<file path="src/rtl/fbc_pkg.sv">
package fbc_pkg;

	localparam int COORD_W      = 16;
	localparam int PLANE_W      = 64;
	localparam int OFFSET_SHIFT = 14;
	localparam int PROD_W       = 2 * COORD_W;
	localparam int PART_W       = PROD_W + 1;
	localparam int SUM_W        = PROD_W + 2;
	localparam int REG_LSB      = 3;
	localparam int VERDICT_W    = 2;

	typedef struct packed {
		logic signed [COORD_W-1:0] d;
		logic signed [COORD_W-1:0] nz;
		logic signed [COORD_W-1:0] ny;
		logic signed [COORD_W-1:0] nx;
	} plane_t;

	typedef struct packed {
		logic signed [COORD_W-1:0] x_min;
		logic signed [COORD_W-1:0] x_max;
		logic signed [COORD_W-1:0] y_min;
		logic signed [COORD_W-1:0] y_max;
		logic signed [COORD_W-1:0] z_min;
		logic signed [COORD_W-1:0] z_max;
	} box_t;

	typedef struct packed {
		logic s1;
		logic s2;
		logic s3;
		logic s4;
	} stage_en_t;

	typedef enum logic [VERDICT_W-1:0] {
		VERDICT_INSIDE    = 2'd0,
		VERDICT_INTERSECT = 2'd1,
		VERDICT_OUTSIDE   = 2'd2
	} verdict_t;

endpackage

</file>
<file path="src/rtl/fbc_ctrl.sv">
module fbc_ctrl (
	input  logic               clk,
	input  logic               arst_n,
	input  logic               box_valid,
	output logic               box_stall,
	output logic               verdict_valid,
	input  logic               verdict_stall,
	output fbc_pkg::stage_en_t en
);
	import fbc_pkg::*;

	logic valid_s1, valid_s2, valid_s3, valid_s4;
	logic ready1, ready2, ready3, ready4;

	// a stage loads when it is empty or its content moves on, so bubbles close up
	assign ready4 = !valid_s4 || !verdict_stall;
	assign ready3 = !valid_s3 || ready4;
	assign ready2 = !valid_s2 || ready3;
	assign ready1 = !valid_s1 || ready2;

	assign en.s1 = ready1;
	assign en.s2 = ready2;
	assign en.s3 = ready3;
	assign en.s4 = ready4;

	assign box_stall     = !ready1;
	assign verdict_valid = valid_s4;

	always_ff @(posedge clk or negedge arst_n) begin
		if (!arst_n) begin
			valid_s1 <= 1'b0;
			valid_s2 <= 1'b0;
			valid_s3 <= 1'b0;
			valid_s4 <= 1'b0;
		end else begin
			if (ready1) begin
				valid_s1 <= box_valid;
			end
			if (ready2) begin
				valid_s2 <= valid_s1;
			end
			if (ready3) begin
				valid_s3 <= valid_s2;
			end
			if (ready4) begin
				valid_s4 <= valid_s3;
			end
		end
	end

	a_accept_fills_s1: assert property (@(posedge clk) disable iff (!arst_n)
		(box_valid && !box_stall) |=> valid_s1)
		else $error("accepted item did not reach stage 1");

	a_s3_moves_to_s4: assert property (@(posedge clk) disable iff (!arst_n)
		(valid_s3 && en.s4) |=> valid_s4)
		else $error("item lost between stage 3 and stage 4");

	a_empty_never_stalls: assert property (@(posedge clk) disable iff (!arst_n)
		!valid_s1 |-> !box_stall)
		else $error("input stalled with stage 1 empty");

	a_full_backs_up: assert property (@(posedge clk) disable iff (!arst_n)
		(valid_s1 && valid_s2 && valid_s3 && valid_s4 && verdict_stall) |-> box_stall)
		else $error("full pipeline took an item under output stall");

endmodule

</file>
<file path="config.mk">
export PLATFORM = sky130hd
export DESIGN_NAME = fbc_ctrl
export DESIGN_NICKNAME = d
export VERILOG_FILES = /design/src/rtl/fbc_pkg.sv /design/src/rtl/fbc_ctrl.sv
export SDC_FILE = /design/constraint.sdc
export NUM_CORES = 1
export LEC_CHECK = 0
export ABC_AREA = 0
export ABC_CLOCK_PERIOD_IN_PS = 1050
export BUFFER_PORTS_ARGS = -buffer_cell sky130_fd_sc_hd__buf_4
export CAP_MARGIN = 20
export CORE_AREA = 2 2 39 41
export DETAILED_ROUTE_END_ITERATION = 6
export DIE_AREA = 0 0 41 43
export REMOVE_ABC_BUFFERS = 1
export SLEW_MARGIN = 10
export SYNTH_ARGS = -nofsm -noshare
export SYNTH_HDL_FRONTEND = slang
export SYNTH_SLANG_ARGS = --single-unit
</file>
<file path="constraint.sdc">
create_clock -name clk -period 1.05 [get_ports clk]
set_input_delay 0 -clock clk [delete_from_list [all_inputs] [get_ports clk]]
set_output_delay 0 -clock clk [all_outputs]
set_load 0.02 [all_outputs]
</file>
==> impl_metrics.yaml <==
status:
  status: "complete, but fails checks"
  violations: "negative setup slack"
power_and_ir_drop:
  p_seq_frac: 0.356
  peakVddDrop_uv: 310
  swShare: 0.276
  power_report.internal_total_w: 0.000375
  clockPowerShare: 0.365
  p_leak_nw: 0.153
  power_frac_comb: 0.279
  powerDensity_mw_per_mm2: 1560
  p_sw_w: 0.000143
cts:
  clock_sinks: 4
  clock_path_buffers: 2
  cts_buffers: 3
  clk_pin_slew_worst_paths_ps: 40
  root_buffer: "clkbuf_4"
  cts_tree: "built"
  h-tree-depth: 1
  worst_skew_pair.late_latency_ps: 230
routing:
  drtPass1Iterations: 2
  post-route-drc-count: 0
  dr.first_iter.drc_count: 1
  vias: 167
  wl_per_cell_um: 8.19
  drt-total-wl_um: 385
  ant_nets: 0
  vias_per_cell: 3.55
worst_setup_path:
  critPathMaxFanout: 3
  cpLargestDelayFamily: "flip-flops"
  cp.buffers_inverters: 1
  cp.arrival_ps: 1080
  critPathSlowestCell: "dfrtp_1"
  worstPathRequired_ps: 1050
  startpoint_type: "flop"
  crit_path_end_kind: "primary output"
  path_cells: "nand4_4 -> or2_1 -> buf_6"
  critical_path_class: "reg2out"
  max_stage_delay_ps: 370
logic_synthesis:
  ys_warn_count: 0
  syn_avg_cell_area_sq_um: 11.0
  synth_largest_area_cell: "dfrtp_1"
  synth_top_area_frac: 0.506
  yosysSeqAreaShare: 0.506
  syn_inst: 18
  synth-seq-cells: 4
  ys_types: 10
  synth_area_leaders: "dfrtp_1, buf_4, nand4_4"
  synth_area_sq_um: 198
die:
  die-width_um: 41
  die_h_um: 43
  num_rows: 14
  initial_core_util: 0.143
  io_pins: 10
  fp.dieArea_sq_mm: 0.00176
  core-area_sq_mm: 0.00138
sta:
  setup_viol: 1
  setup_slack_ps: -28.1
  fin_skew_ps: 0.538
  hold_ws_ps: 51.2
  slew_headroom: 0.913
  timing.fmax_mhz: 928
  tightest_slew_ps: 131
  setup_tns_ps: -28.1
  slew_viol_final: 0
  hold_viol_final: 0
  fin_crit_sh: 1.03
  rsz0062_at_grt: "true"
  fin_crit_ps: 1080
global_route:
  grt_util_all_layers: 0.0514
  antenna_found_initial: 0
  grt_pass1_wl_um: 510
  overflow: 0
  grt_pass1_vias: 156
  grt_max_degree: 5
layout:
  layout_common_cells: "buf_4, dfrtp_1, clkbuf_4"
  drive_gt1_frac: 0.548
  syn_to_final_growth_pct: 68.4
  layout.cells.most_common: "buf_4"
  n_antenna_cell: 0
  final_nets: 37
  post-route-cell-area_sq_um: 333
placed_design:
  placed_area_sq_um: 255
  dpl.hpwl_um: 269
  gp_congestion: 0.531
  io_buffer_count: 9
min_path:
  hold_class: "in2reg"
job:
  maxCapViolations: 0
cell families after synthesis:
group                  synth area share
AOI/OAI and AO/OA                0.0380
DFF                               0.506
buffers and inverters             0.171
and+or+nand+nor                   0.285
worst register-to-register path: stages, from the launching register on:
cell and delay, ps:
dfrtp_1 370, nand4_4 110, buf_4 150, o21bai_1 100
flip-flops by register name (all words and copies together) (netlist names):
signal,count
valid_s1,1
valid_s2,1
valid_s3,1
verdict_valid,1
routing by layer:
metal / up-vias / part of all wire / track usage
met5: - / 0 / 0
met4: 0 / 0.036 / 0.0600
met3: 2 / 0.14 / 0.0471
met2: 8 / 0.49 / 0.0656
met1: 76 / 0.33 / 0.0391
li1: 81 / - / -
synthesized netlist by cell type:
cell	number
buf_4	4
nor2_1	1
nand4_4	1
o21bai_1	1
nand2_1	2
nand3_1	1
dfrtp_1	4
inv_1	1
or2_1	1
nand2b_1	2
layout make-up:
type | instances | area (sq um)
Fill cell | 154 | 1050
Timing Repair Buffer | 14 | 118
Sequential cell | 4 | 100
Multi-Input combinational cell | 9 | 68.8
Clock buffer | 3 | 22.5
Tap cell | 16 | 20.0
Inverter | 1 | 3.75
worst paths after layout:
path                                 startpoint                         to  slack (ps)  cells past startpoint
max in group asynchronous                arst_n       valid_s1$_DFFE_PN0P_         860                      2
min reg2reg                valid_s1$_DFFE_PN0P_       valid_s2$_DFFE_PN0P_         460                      2
max reg2reg                valid_s2$_DFFE_PN0P_       valid_s1$_DFFE_PN0P_         240                      3
max                        valid_s2$_DFFE_PN0P_                      en[3]         -30                      3
min in group asynchronous                arst_n  verdict_valid$_DFFE_PN0P_          90                      2
min                               verdict_stall  verdict_valid$_DFFE_PN0P_          50                      3
timing repair:
action / CTS / global route
setup buffers: 3 / 0
pin swaps: 1 / 0
resized for setup: 1 / 2
hold buffers: 2 / 0
hold endpoints to repair: 5 / 0
setup endpoints to repair: 2 / 3
per-stage QoR:
stage               worst slack, ps  total power [W]   util  instances
floorplan                      9.45         0.000246      -         14
detailed placement              128         0.000299  0.184         39
CTS                           -44.1         0.000524  0.234         47
global route                  -78.6         0.000545  0.241         47
global placement                136         0.000298  0.184         39
finish                        -28.1         0.000518  0.241         47
power by group through the flow:
stage	registers (W)	clock network [W]	logic, W
2_1_floorplan	0.000190	0	0.0000560
4_1_cts	0.000184	0.000200	0.000140
5_1_grt	0.000186	0.000204	0.000155
6_report	0.000184	0.000189	0.000145
3_5_place_dp	0.000188	0	0.000111
3_3_place_gp	0.000187	0	0.000110
No activity file was read; power rests on OpenSTA's default activity.
