File: config.mk
export PLATFORM = sky130hd
export DESIGN_NAME = fbc_lane
export DESIGN_NICKNAME = d
export VERILOG_FILES = /design/src/rtl/fbc_pkg.sv /design/src/rtl/fbc_lane.sv
export SDC_FILE = /design/constraint.sdc
export NUM_CORES = 2
export LEC_CHECK = 0
export BUFFER_PORTS_ARGS = -buffer_cell sky130_fd_sc_hd__buf_2
export CAP_MARGIN = 0
export CORE_ASPECT_RATIO = 1.2
export CORE_MARGIN = 4
export CORE_UTILIZATION = 65
export DETAILED_ROUTE_END_ITERATION = 7
export PLACE_DENSITY = 0.82
export SLEW_MARGIN = 10
export SYNTH_ARGS = -nofsm -noshare
export SYNTH_HDL_FRONTEND = slang
export SYNTH_SLANG_ARGS = --single-unit
File: constraint.sdc
create_clock -name clk -period 16.1 [get_ports clk]
set_clock_uncertainty 0.05 [all_clocks]
set_input_delay 3.22 -clock clk [delete_from_list [all_inputs] [get_ports clk]]
set_output_delay 3.22 -clock clk [all_outputs]
set_load 0.02 [all_outputs]
File: src/rtl/fbc_pkg.sv
package fbc_pkg;

	localparam int COORD_W      = 16;
	localparam int PLANE_W      = 64;
	localparam int OFFSET_SHIFT = 14;
	localparam int PROD_W       = 2 * COORD_W;
	localparam int PART_W       = PROD_W + 1;
	localparam int SUM_W        = PROD_W + 2;
	localparam int REG_LSB      = 3;
	localparam int VERDICT_W    = 2;

	typedef struct packed {
		logic signed [COORD_W-1:0] d;
		logic signed [COORD_W-1:0] nz;
		logic signed [COORD_W-1:0] ny;
		logic signed [COORD_W-1:0] nx;
	} plane_t;

	typedef struct packed {
		logic signed [COORD_W-1:0] x_min;
		logic signed [COORD_W-1:0] x_max;
		logic signed [COORD_W-1:0] y_min;
		logic signed [COORD_W-1:0] y_max;
		logic signed [COORD_W-1:0] z_min;
		logic signed [COORD_W-1:0] z_max;
	} box_t;

	typedef struct packed {
		logic s1;
		logic s2;
		logic s3;
		logic s4;
	} stage_en_t;

	typedef enum logic [VERDICT_W-1:0] {
		VERDICT_INSIDE    = 2'd0,
		VERDICT_INTERSECT = 2'd1,
		VERDICT_OUTSIDE   = 2'd2
	} verdict_t;

endpackage

File: src/rtl/fbc_lane.sv
module fbc_lane (
	input  logic                clk,
	input  fbc_pkg::plane_t     plane,
	input  fbc_pkg::box_t       box,
	input  fbc_pkg::stage_en_t  en,
	output logic                far_neg_s3,
	output logic                near_neg_s3
);
	import fbc_pkg::*;

	logic signed [COORD_W-1:0] far_x, far_y, far_z;
	logic signed [COORD_W-1:0] near_x, near_y, near_z;
	logic signed [PROD_W-1:0]  far_px_s1, far_py_s1, far_pz_s1;
	logic signed [PROD_W-1:0]  near_px_s1, near_py_s1, near_pz_s1;
	logic signed [PART_W-1:0]  offset_scaled;
	logic signed [PART_W-1:0]  far_a_s2, far_b_s2, near_a_s2, near_b_s2;
	logic signed [SUM_W-1:0]   far_sum, near_sum;

	// positive normal component: far corner on the max bound, zero counts as not positive
	always_comb begin
		if (plane.nx > 0) begin
			far_x  = box.x_max;
			near_x = box.x_min;
		end else begin
			far_x  = box.x_min;
			near_x = box.x_max;
		end
		if (plane.ny > 0) begin
			far_y  = box.y_max;
			near_y = box.y_min;
		end else begin
			far_y  = box.y_min;
			near_y = box.y_max;
		end
		if (plane.nz > 0) begin
			far_z  = box.z_max;
			near_z = box.z_min;
		end else begin
			far_z  = box.z_min;
			near_z = box.z_max;
		end
	end

	always_ff @(posedge clk) begin
		if (en.s1) begin
			far_px_s1  <= plane.nx * far_x;
			far_py_s1  <= plane.ny * far_y;
			far_pz_s1  <= plane.nz * far_z;
			near_px_s1 <= plane.nx * near_x;
			near_py_s1 <= plane.ny * near_y;
			near_pz_s1 <= plane.nz * near_z;
		end
	end

	// offset brought from Q12.4 to the Q.18 scale of the products
	assign offset_scaled = PART_W'(plane.d) <<< OFFSET_SHIFT;

	always_ff @(posedge clk) begin
		if (en.s2) begin
			far_a_s2  <= PART_W'(far_px_s1) + PART_W'(far_py_s1);
			far_b_s2  <= PART_W'(far_pz_s1) + offset_scaled;
			near_a_s2 <= PART_W'(near_px_s1) + PART_W'(near_py_s1);
			near_b_s2 <= PART_W'(near_pz_s1) + offset_scaled;
		end
	end

	assign far_sum  = SUM_W'(far_a_s2) + SUM_W'(far_b_s2);
	assign near_sum = SUM_W'(near_a_s2) + SUM_W'(near_b_s2);

	always_ff @(posedge clk) begin
		if (en.s3) begin
			far_neg_s3  <= far_sum[SUM_W-1];
			near_neg_s3 <= near_sum[SUM_W-1];
		end
	end

endmodule

==> impl_metrics.json <==
{
  "syn-instance-count": 7807,
  "rsz0062_at_grt": "no",
  "vias_per_cell": 5.77,
  "slew_viol_final": 0,
  "clkTransAtPathRegs_ns": 0.06,
  "status": "completed",
  "register_area_mm2": 0.00979,
  "cts_resized": 0,
  "grt_antenna_before_repair": 7,
  "drt_iter0_drc": 3539,
  "clock_sinks": 326,
  "die-area_mm2": 0.123,
  "maxCapViolations": 0,
  "layout_common_cells": "inv_1, fa_1, nand2_1",
  "nFillCells": 8648,
  "rr_endpoint": "near_a_s2[26]$_DFFE_PP_",
  "gp_congestion": 0.920,
  "io_buffers": 165,
  "r2r_slack_ns": 12.15,
  "finalCriticalPeriod_ns": 11.74,
  "grt_pass1_vias": 59500,
  "nNetsFinal": 10200,
  "die_h_um": 383,
  "max-slew-margin-rel_pct": 16.1,
  "async_reset_ff_share_pct": 0,
  "path_delay_family": "adder cells",
  "setup_viol_count_final": 0,
  "slowest_stage": "mux2i_2",
  "ctsRootBufferMaster": "clkbuf_16",
  "numCtsBuffers": 38,
  "grt_use_total_pct": 30.2,
  "r2r_start": "near_py_s1[0]$_DFFE_PP_",
  "core_area_mm2": 0.116,
  "final_common_cell": "inv_1",
  "drc": 0,
  "gr-total-overflow": 0,
  "hold_end": "near_b_s2[5]$_DFFE_PP_",
  "initial_core_util_pct": 65.5,
  "wl_per_cell_um": 18.9,
  "die_w_um": 320,
  "drt_pass1_iterations": 6,
  "fmax_mhz": 85.2,
  "synth-edff-count": 326,
  "worst_pin_slew_ns": 1.23,
  "grt_max_degree": 78,
  "htree_levels": 2,
  "rows": 137,
  "syn2layout_area_growth_pct": 4.54,
  "crit_buf_inv": 6,
  "drive_above_1_share_pct": 5.16,
  "hp-start": "near_pz_s1[5]$_DFFE_PP_",
  "hold_path_class": "reg -> reg",
  "cpMostUsedCell": "fa_1",
  "required_ns": 16.35,
  "holdBufCountCts": 0,
  "ant_nets": 0,
  "avgSynthCellArea_um2": 9.75,
  "clock_path_buffers": 3,
  "wl_mm": 177,
  "dp.final_hpwl_mm": 142,
  "worstPathArrival_ns": 12.00,
  "cp-start-kind": "input pin",
  "synth.distinct_cells": 72,
  "io_pins": 167,
  "min_path_cells": 0,
  "criticalPathCategory": "in -> reg",
  "setup_tns_ns": 0,
  "endpoint_kind": "flop",
  "hold_viol_final": 0,
  "grt_pass1_wl_mm": 297,
  "num_vias": 54000,
  "crit_fanout": 33,
  "clock_latency_ns": 0.56,
  "cts_setup_buffers": 0,
  "multi_input_area_mm2": 0.0584,
  "synth-main-ff-cell": "edfxtp_1",
  "synth_nets": 10200,
  "ys_seq_area_share_pct": 12.9,
  "synthesis.area_mm2": 0.0761,
  "yosys_warnings": 0,
  "slowest_delay_ns": 1.04,
  "tritoncts": "done",
  "r2r_cells": 12,
  "synth_seq_cells": 326,
  "timing.final.crit_share_pct": 72.9,
  "holdWs_ns": 0.367
}
[cells in the mapped netlist (all sizes together), types with 84 or more instances]
library cell / n / share of area, %
inv: 1871 / 9.2
fa: 1579 / 42
nand2: 730 / 3.6
ha: 653 / 11
nor2b: 500 / 4.1
edfxtp: 326 / 13
and2: 305 / 2.5
clkbuf: 258 / 1.3
xnor2: 218 / 2.5
a21oi: 202 / 1.3
nor2: 202 / 1.0
a21o: 119 / 1.2
o21ai: 102 / 0.67
nand2b: 84 / 0.69
[registers in the layout (all words and copies together), names as in the netlist]
signal       count
far_a_s2        33
far_b_s2        33
far_neg_s3       1
far_px_s1       32
far_py_s1       32
far_pz_s1       32
near_a_s2       33
near_b_s2       33
near_neg_s3      1
near_px_s1      32
near_py_s1      32
near_pz_s1      32
[cell type report]
type | count | area share [%]
Sequential cell | 326 | 12.3
Clock inverter | 20 | 0.250
Multi-Input combinational cell | 5350 | 73.4
Antenna cell | 6 | 0.0189
Inverter | 1871 | 8.83
Clock buffer | 44 | 1.25
Timing Repair Buffer | 217 | 1.55
Tap cell | 1529 | 2.40
[layer usage]
| metal | wire length [um] | track usage (%) | up-vias |
|---|---|---|---|
| met5 | 12 | 0 | - |
| met4 | 9940 | 14.9 | 2 |
| met3 | 12900 | 3.81 | 588 |
| met2 | 89100 | 51.5 | 2167 |
| met1 | 65200 | 38.2 | 27600 |
| li1 | - | - | 23700 |
[worst max-delay path by stage]
| stage | startpoint | endpoint | slack [ns] | depth (start not counted) |
|---|---|---|---|---|
| 2_1_floorplan | plane[40] | far_pz_s1[30]$_DFFE_PP_ | 5.78 | 24 |
| 3_3_place_gp | plane[23] | near_py_s1[30]$_DFFE_PP_ | 4.27 | 25 |
| 3_5_place_dp | plane[23] | near_py_s1[30]$_DFFE_PP_ | 4.01 | 26 |
| 4_1_cts | plane[23] | near_py_s1[30]$_DFFE_PP_ | 4.57 | 26 |
| 5_1_grt | plane[23] | near_py_s1[30]$_DFFE_PP_ | 3.99 | 26 |
| 6_report | plane[23] | near_py_s1[30]$_DFFE_PP_ | 4.36 | 26 |
[logic make-up (layout without fill, tap and decap cells)]
kind of cell	count (synthesis)	after routing	synth area share [%]
muxes	104	104	1.46
DFF	326	326	12.9
AOI/OAI and AO/OA	682	682	5.93
and+or+nand+nor	2043	2043	13.7
adders and majority gates	2232	2232	52.3
buffers and inverters	2131	2152	10.5
other	0	6	0
xor gates and xnor gates	289	289	3.33
[per-stage QoR]
| stage | instance area, um2 | instances | utilization [%] | setup slack (ns) |
|---|---|---|---|---|
| after floorplan | 76100 | 7807 | - | 5.78 |
| after global placement | 78400 | 9293 | 67.4 | 4.27 |
| after detailed placement | 78400 | 9293 | 67.4 | 4.01 |
| after CTS | 79600 | 9357 | 68.4 | 4.57 |
| after global routing | 79600 | 9361 | 68.5 | 3.99 |
| final | 79600 | 9363 | 68.5 | 4.36 |
Power is not shown: default switching activity piles up to over one toggle a cycle in this logic, so the estimate is an artifact.
