### config.mk
export PLATFORM = sky130hd
export DESIGN_NAME = fbc_cfg
export DESIGN_NICKNAME = d
export VERILOG_FILES = /design/src/rtl/fbc_pkg.sv /design/src/rtl/fbc_cfg.sv
export SDC_FILE = /design/constraint.sdc
export NUM_CORES = 1
export LEC_CHECK = 0
export ABC_AREA = 1
export BUFFER_PORTS_ARGS = -buffer_cell sky130_fd_sc_hd__buf_2
export CORE_AREA = 5 5 203 205
export CTS_BUF_LIST = sky130_fd_sc_hd__clkbuf_16
export CTS_CLUSTER_DIAMETER = 200
export DETAILED_ROUTE_END_ITERATION = 12
export DIE_AREA = 0 0 208 210
export PLACE_DENSITY = 0.7
export REMOVE_ABC_BUFFERS = 1
export SYNTH_ARGS = -nofsm -noshare
export SYNTH_HDL_FRONTEND = slang
export SYNTH_SLANG_ARGS = --single-unit
export TNS_END_PERCENT = 100
### constraint.sdc
create_clock -name clk -period 0.9 [get_ports clk]
set_input_delay 0.09 -clock clk [delete_from_list [all_inputs] [get_ports clk]]
set_output_delay 0.09 -clock clk [all_outputs]
set_load 0.02 [all_outputs]
### src/rtl/fbc_pkg.sv
package fbc_pkg;

	localparam int COORD_W      = 16;
	localparam int PLANE_W      = 64;
	localparam int OFFSET_SHIFT = 14;
	localparam int PROD_W       = 2 * COORD_W;
	localparam int PART_W       = PROD_W + 1;
	localparam int SUM_W        = PROD_W + 2;
	localparam int REG_LSB      = 3;
	localparam int VERDICT_W    = 2;

	typedef struct packed {
		logic signed [COORD_W-1:0] d;
		logic signed [COORD_W-1:0] nz;
		logic signed [COORD_W-1:0] ny;
		logic signed [COORD_W-1:0] nx;
	} plane_t;

	typedef struct packed {
		logic signed [COORD_W-1:0] x_min;
		logic signed [COORD_W-1:0] x_max;
		logic signed [COORD_W-1:0] y_min;
		logic signed [COORD_W-1:0] y_max;
		logic signed [COORD_W-1:0] z_min;
		logic signed [COORD_W-1:0] z_max;
	} box_t;

	typedef struct packed {
		logic s1;
		logic s2;
		logic s3;
		logic s4;
	} stage_en_t;

	typedef enum logic [VERDICT_W-1:0] {
		VERDICT_INSIDE    = 2'd0,
		VERDICT_INTERSECT = 2'd1,
		VERDICT_OUTSIDE   = 2'd2
	} verdict_t;

endpackage

### src/rtl/fbc_cfg.sv
module fbc_cfg #(
	parameter int PLANE_COUNT = 6,
	parameter int ADDR_W      = 6
) (
	input  logic                    clk,
	input  logic                    arst_n,
	input  logic                    psel,
	input  logic                    penable,
	input  logic                    pwrite,
	input  logic [ADDR_W-1:0]       paddr,
	input  logic [fbc_pkg::PLANE_W-1:0] pwdata,
	output logic [fbc_pkg::PLANE_W-1:0] prdata,
	output fbc_pkg::plane_t         planes [PLANE_COUNT]
);
	import fbc_pkg::*;

	localparam int IDX_W = ADDR_W - REG_LSB;

	logic [IDX_W-1:0] idx;
	logic             wr;
	plane_t           planes_q [PLANE_COUNT];

	assign idx = paddr[ADDR_W-1:REG_LSB];
	assign wr  = psel && penable && pwrite;

	// indexes past the last plane decode to nothing
	for (genvar g = 0; g < PLANE_COUNT; g++) begin : g_reg
		always_ff @(posedge clk or negedge arst_n) begin
			if (!arst_n) begin
				planes_q[g] <= '0;
			end else if (wr && idx == IDX_W'(g)) begin
				planes_q[g] <= plane_t'(pwdata);
			end
		end
		assign planes[g] = planes_q[g];
	end

	always_comb begin
		prdata = '0;
		for (int i = 0; i < PLANE_COUNT; i++) begin
			if (idx == IDX_W'(i)) begin
				prdata = PLANE_W'(planes_q[i]);
			end
		end
	end

endmodule

==> run_summary.xml <==
<?xml version="1.0" encoding="UTF-8"?>
<metrics>
  <group name="outcome">
    <metric name="status" unit="">finished, violations left</metric>
    <metric name="violations" unit="">negative setup slack</metric>
  </group>
  <group name="cts">
    <metric name="worst_skew_pair.late_latency" unit="ns">0.55</metric>
    <metric name="clock_sink_count" unit="">384</metric>
    <metric name="tritoncts" unit="">built</metric>
    <metric name="cts.path.max_buffers" unit="">3</metric>
    <metric name="cts_root_buf" unit="">clkbuf_16</metric>
    <metric name="cts-buffers-inserted" unit="">41</metric>
    <metric name="cts_max_level" unit="">2</metric>
    <metric name="cts.clk_slew.worst_paths" unit="ns">0.06</metric>
  </group>
  <group name="floorplanning">
    <metric name="std_cell_rows" unit="">73</metric>
    <metric name="die_height" unit="um">210</metric>
    <metric name="initial_core_util" unit="%">43.36</metric>
    <metric name="design.portCount" unit="">523</metric>
    <metric name="die-area" unit="um^2">43680</metric>
    <metric name="die_w" unit="um">208</metric>
    <metric name="core-area" unit="um^2">39280</metric>
  </group>
  <group name="layout">
    <metric name="nNetsFinal" unit="">3048</metric>
    <metric name="post_route_cells_drive_above_1_share" unit="%">34.63</metric>
    <metric name="synthToLayoutAreaGrowth" unit="%">64.11</metric>
    <metric name="multi_input_comb_area" unit="um^2">6185</metric>
    <metric name="register_area" unit="um^2">9612</metric>
    <metric name="largest_reg_flops" unit="">384</metric>
    <metric name="finalInstanceArea" unit="um^2">27950</metric>
    <metric name="fillCellCount" unit="">2610</metric>
    <metric name="post_layout_nonfiller_instances" unit="">3529</metric>
  </group>
  <group name="worst_setup_path">
    <metric name="timing.rr.end" unit="">planes[355]</metric>
    <metric name="worst_ep_arrival_time" unit="ns">1.67</metric>
    <metric name="worst_path_largest_cell_delay" unit="ns">0.41</metric>
    <metric name="crit_path_cell_trace" unit="">nand4_1 &gt; nand2_1 &gt; nor2_2 &gt; nand4_1 &gt; buf_6</metric>
    <metric name="cp_max_fo" unit="">2</metric>
    <metric name="timing.critical_path.mode_cell" unit="">nand4_1</metric>
    <metric name="worst_r2r_path_cells" unit="">5</metric>
    <metric name="worstSetupStartpointType" unit="">flop</metric>
    <metric name="regToRegStartpoint" unit="">planes[355]</metric>
    <metric name="critical_path_class" unit="">reg2out</metric>
    <metric name="endpoint_kind" unit="">primary output</metric>
    <metric name="timing.reg2reg.setup_slack" unit="ns">-0.13</metric>
    <metric name="worst-path-buf-inv" unit="">1</metric>
    <metric name="cpMaxStageDelayCell" unit="">dfrtp_1</metric>
    <metric name="critical_path.top_delay_family" unit="">simple AND/OR/NAND/NOR gates</metric>
    <metric name="timing.critical_path.required" unit="ns">0.81</metric>
  </group>
  <group name="sta">
    <metric name="final.setup.worst_slack" unit="ns">-0.8630</metric>
    <metric name="timing.final.crit_period" unit="ns">1.763</metric>
    <metric name="slew_violations" unit="">0</metric>
    <metric name="final_clock_period_utilization_by_the_worst_path" unit="%">195.9</metric>
    <metric name="fmaxAchievable" unit="MHz">567.2</metric>
    <metric name="fin_worst_skew" unit="ns">0</metric>
    <metric name="tightestPinTransition" unit="ns">0.3851</metric>
    <metric name="setup-violations-final" unit="">631</metric>
    <metric name="timing_hold_violations_final" unit="">0</metric>
    <metric name="maxSlewHeadroom" unit="%">74.32</metric>
    <metric name="grt_setup_unrepaired" unit="">true</metric>
  </group>
  <group name="routing">
    <metric name="wl_per_cell" unit="um">21.03</metric>
    <metric name="initialDrtViolationCount" unit="">1943</metric>
    <metric name="dr.max_layer_used" unit="">met4</metric>
    <metric name="detailroute.wirelength.met3" unit="mm">7.172</metric>
    <metric name="route.vias.total" unit="">19690</metric>
    <metric name="met2RoutedLength" unit="mm">36.56</metric>
    <metric name="met1_length" unit="mm">26.02</metric>
    <metric name="tritonroute_pass_1_iters" unit="">6</metric>
    <metric name="detailed_route_wl" unit="mm">74.22</metric>
    <metric name="postRouteAntennaNets" unit="">0</metric>
    <metric name="drc_errors" unit="">0</metric>
    <metric name="vias_per_cell" unit="">5.580</metric>
  </group>
  <group name="logic_synthesis">
    <metric name="synth-seq-area-share" unit="%">56.43</metric>
    <metric name="synth_enable_flop_cells" unit="">0</metric>
    <metric name="main_area_contributors_after_synthesis" unit="">dfrtp_1 (56%), nand2_1 (11%), nor2_1 (5.7%)</metric>
    <metric name="syn_area" unit="um^2">17030</metric>
    <metric name="post_synthesis_instance_total" unit="">2084</metric>
    <metric name="synth_commonest_cells" unit="">nand2_1 (515), dfrtp_1 (384), nor2_1 (259)</metric>
    <metric name="share_of_the_synthesized_area_in_the_top_cell_type" unit="%">56.43</metric>
    <metric name="asyncSetResetFlopFracSynth" unit="%">100.0</metric>
    <metric name="synth_top_flop_cell" unit="">dfrtp_1</metric>
    <metric name="synthDistinctLibCells" unit="">17</metric>
    <metric name="mapped_avg_cell_area" unit="um^2">8.171</metric>
    <metric name="synth_seq_cells" unit="">384</metric>
    <metric name="synthMostInstantiatedCell" unit="">nand2_1</metric>
    <metric name="synth.yosys.warnings" unit="">0</metric>
    <metric name="yosysTopAreaCell" unit="">dfrtp_1</metric>
  </group>
  <group name="global_routing">
    <metric name="first_pass_grt_wire_length" unit="mm">110.7</metric>
    <metric name="grt.total_usage" unit="%">31.59</metric>
    <metric name="antenna_found_initial" unit="">1</metric>
    <metric name="grt_start_max_net_pins" unit="">65</metric>
    <metric name="grt_overflow_total" unit="">0</metric>
    <metric name="grt_pass1_vias" unit="">19880</metric>
  </group>
  <group name="power">
    <metric name="vdd_ir_drop_max" unit="mV">1.629</metric>
    <metric name="clock_power_share" unit="%">24.5</metric>
    <metric name="power_frac_seq" unit="%">35.6</metric>
    <metric name="cellLeakagePower" unit="nW">14.14</metric>
    <metric name="p_per_area" unit="nW/um^2">2424</metric>
    <metric name="comb_power_share" unit="%">39.9</metric>
    <metric name="internal_power" unit="mW">43.33</metric>
    <metric name="p_sw" unit="mW">24.40</metric>
    <metric name="p_sw_share" unit="%">36.03</metric>
  </group>
  <group name="hold_path">
    <metric name="hold_path.class" unit="">in2async</metric>
  </group>
  <group name="place">
    <metric name="placedInstanceArea" unit="um^2">22860</metric>
    <metric name="routabilityCongestion" unit="">0.8977</metric>
    <metric name="dpl.cell_count" unit="">3327</metric>
    <metric name="dp_hpwl" unit="mm">46.51</metric>
    <metric name="place.port_buffers" unit="">519</metric>
  </group>
  <group name="run">
    <metric name="max_cap_violations" unit="">0</metric>
  </group>
</metrics>
[timing repair]
item | 4_1_cts | 5_1_grt
gates resized for setup | 726 | 167
hold buffers | 65 | 0
hold endpoints to repair | 768 | 0
buffers inserted | 81 | 124
endpoints found under the setup margin | 614 | 711
pin swaps | 14 | 45
[cell usage in the layout (no fill, tap or decap), types with 5 or more instances in the layout]
| master | count |
|---|---|
| buf_2 | 230 |
| clkinv_1 | 13 |
| nor2_1 | 219 |
| buf_4 | 166 |
| nand3_2 | 6 |
| nor2_2 | 35 |
| o21ai_1 | 111 |
| buf_12 | 49 |
| inv_1 | 201 |
| nand4_1 | 129 |
| a21oi_1 | 128 |
| dlygate4sd3_1 | 65 |
| o21ai_0 | 145 |
| nor2_4 | 5 |
| clkbuf_16 | 43 |
| nand3_1 | 59 |
| buf_6 | 480 |
| nand2_1 | 511 |
| dfrtp_1 | 382 |
[layout make-up]
cell class / count / area share, %
diodes: 1 / 0.008955
clock buffers: 43 / 3.850
clock inverters: 30 / 0.7432
inverters: 197 / 2.655
multi-input cells: 1357 / 22.13
flip-flops and latches: 384 / 34.39
well taps: 525 / 2.351
repair buffers: 992 / 33.87
[per-layer routing]
metal / global-route usage [%] / up-vias
li1: - / 8535
met1: 37.46 / 9424
met2: 54.57 / 1383
met3: 6.444 / 351
met4: 16.76 / 0
met5: 0 / -
[kinds of logic (layout without fill, tap and decap cells)]
kind of cell	after synthesis	after routing	synth area share [%]
simple gates	973	973	23.87
other cells	0	1	0
buf+inv	343	1262	8.413
flops	384	384	56.43
compound gates	384	384	11.29
[per-stage QoR]
step                      total power, mW  TNS (ns)  setup WS (ns)  hold slack, ns  util (%)
after floorplan                     33.23  -2266.58         -7.035         -0.2056         -
after CTS                           65.82   -196.20        -0.7989        0.003360     69.47
final                               67.73   -201.37        -0.8630         0.03922     71.15
after global placement              43.64   -228.61        -0.6201       -0.002182     58.21
after detailed placement            44.10   -244.77        -0.6997        0.008521     58.21
after global routing                70.38   -234.41        -0.8842         0.04328     71.15
[worst max path at each step]
stage	startpoint	to	slack, ns	depth (start not counted)
finish	planes[263]	prdata[7]	-0.86	5
global route	planes[272]	prdata[16]	-0.88	5
floorplan	paddr[4]	planes[128]	-7.03	4
CTS	planes[327]	prdata[7]	-0.80	5
detailed placement	paddr[3]	prdata[2]	-0.70	8
global placement	paddr[3]	prdata[2]	-0.62	8
[power groups by stage]
stage               Combinational (mW)  Clock (mW)  Sequential, mW
finish                            27.0        16.6            24.1
global route                      28.5        17.5            24.4
CTS                               25.4        16.7            23.8
detailed placement                20.4           0            23.7
global placement                  20.1           0            23.5
floorplan                         4.88           0            28.3
(Power assumes the default switching activity.)
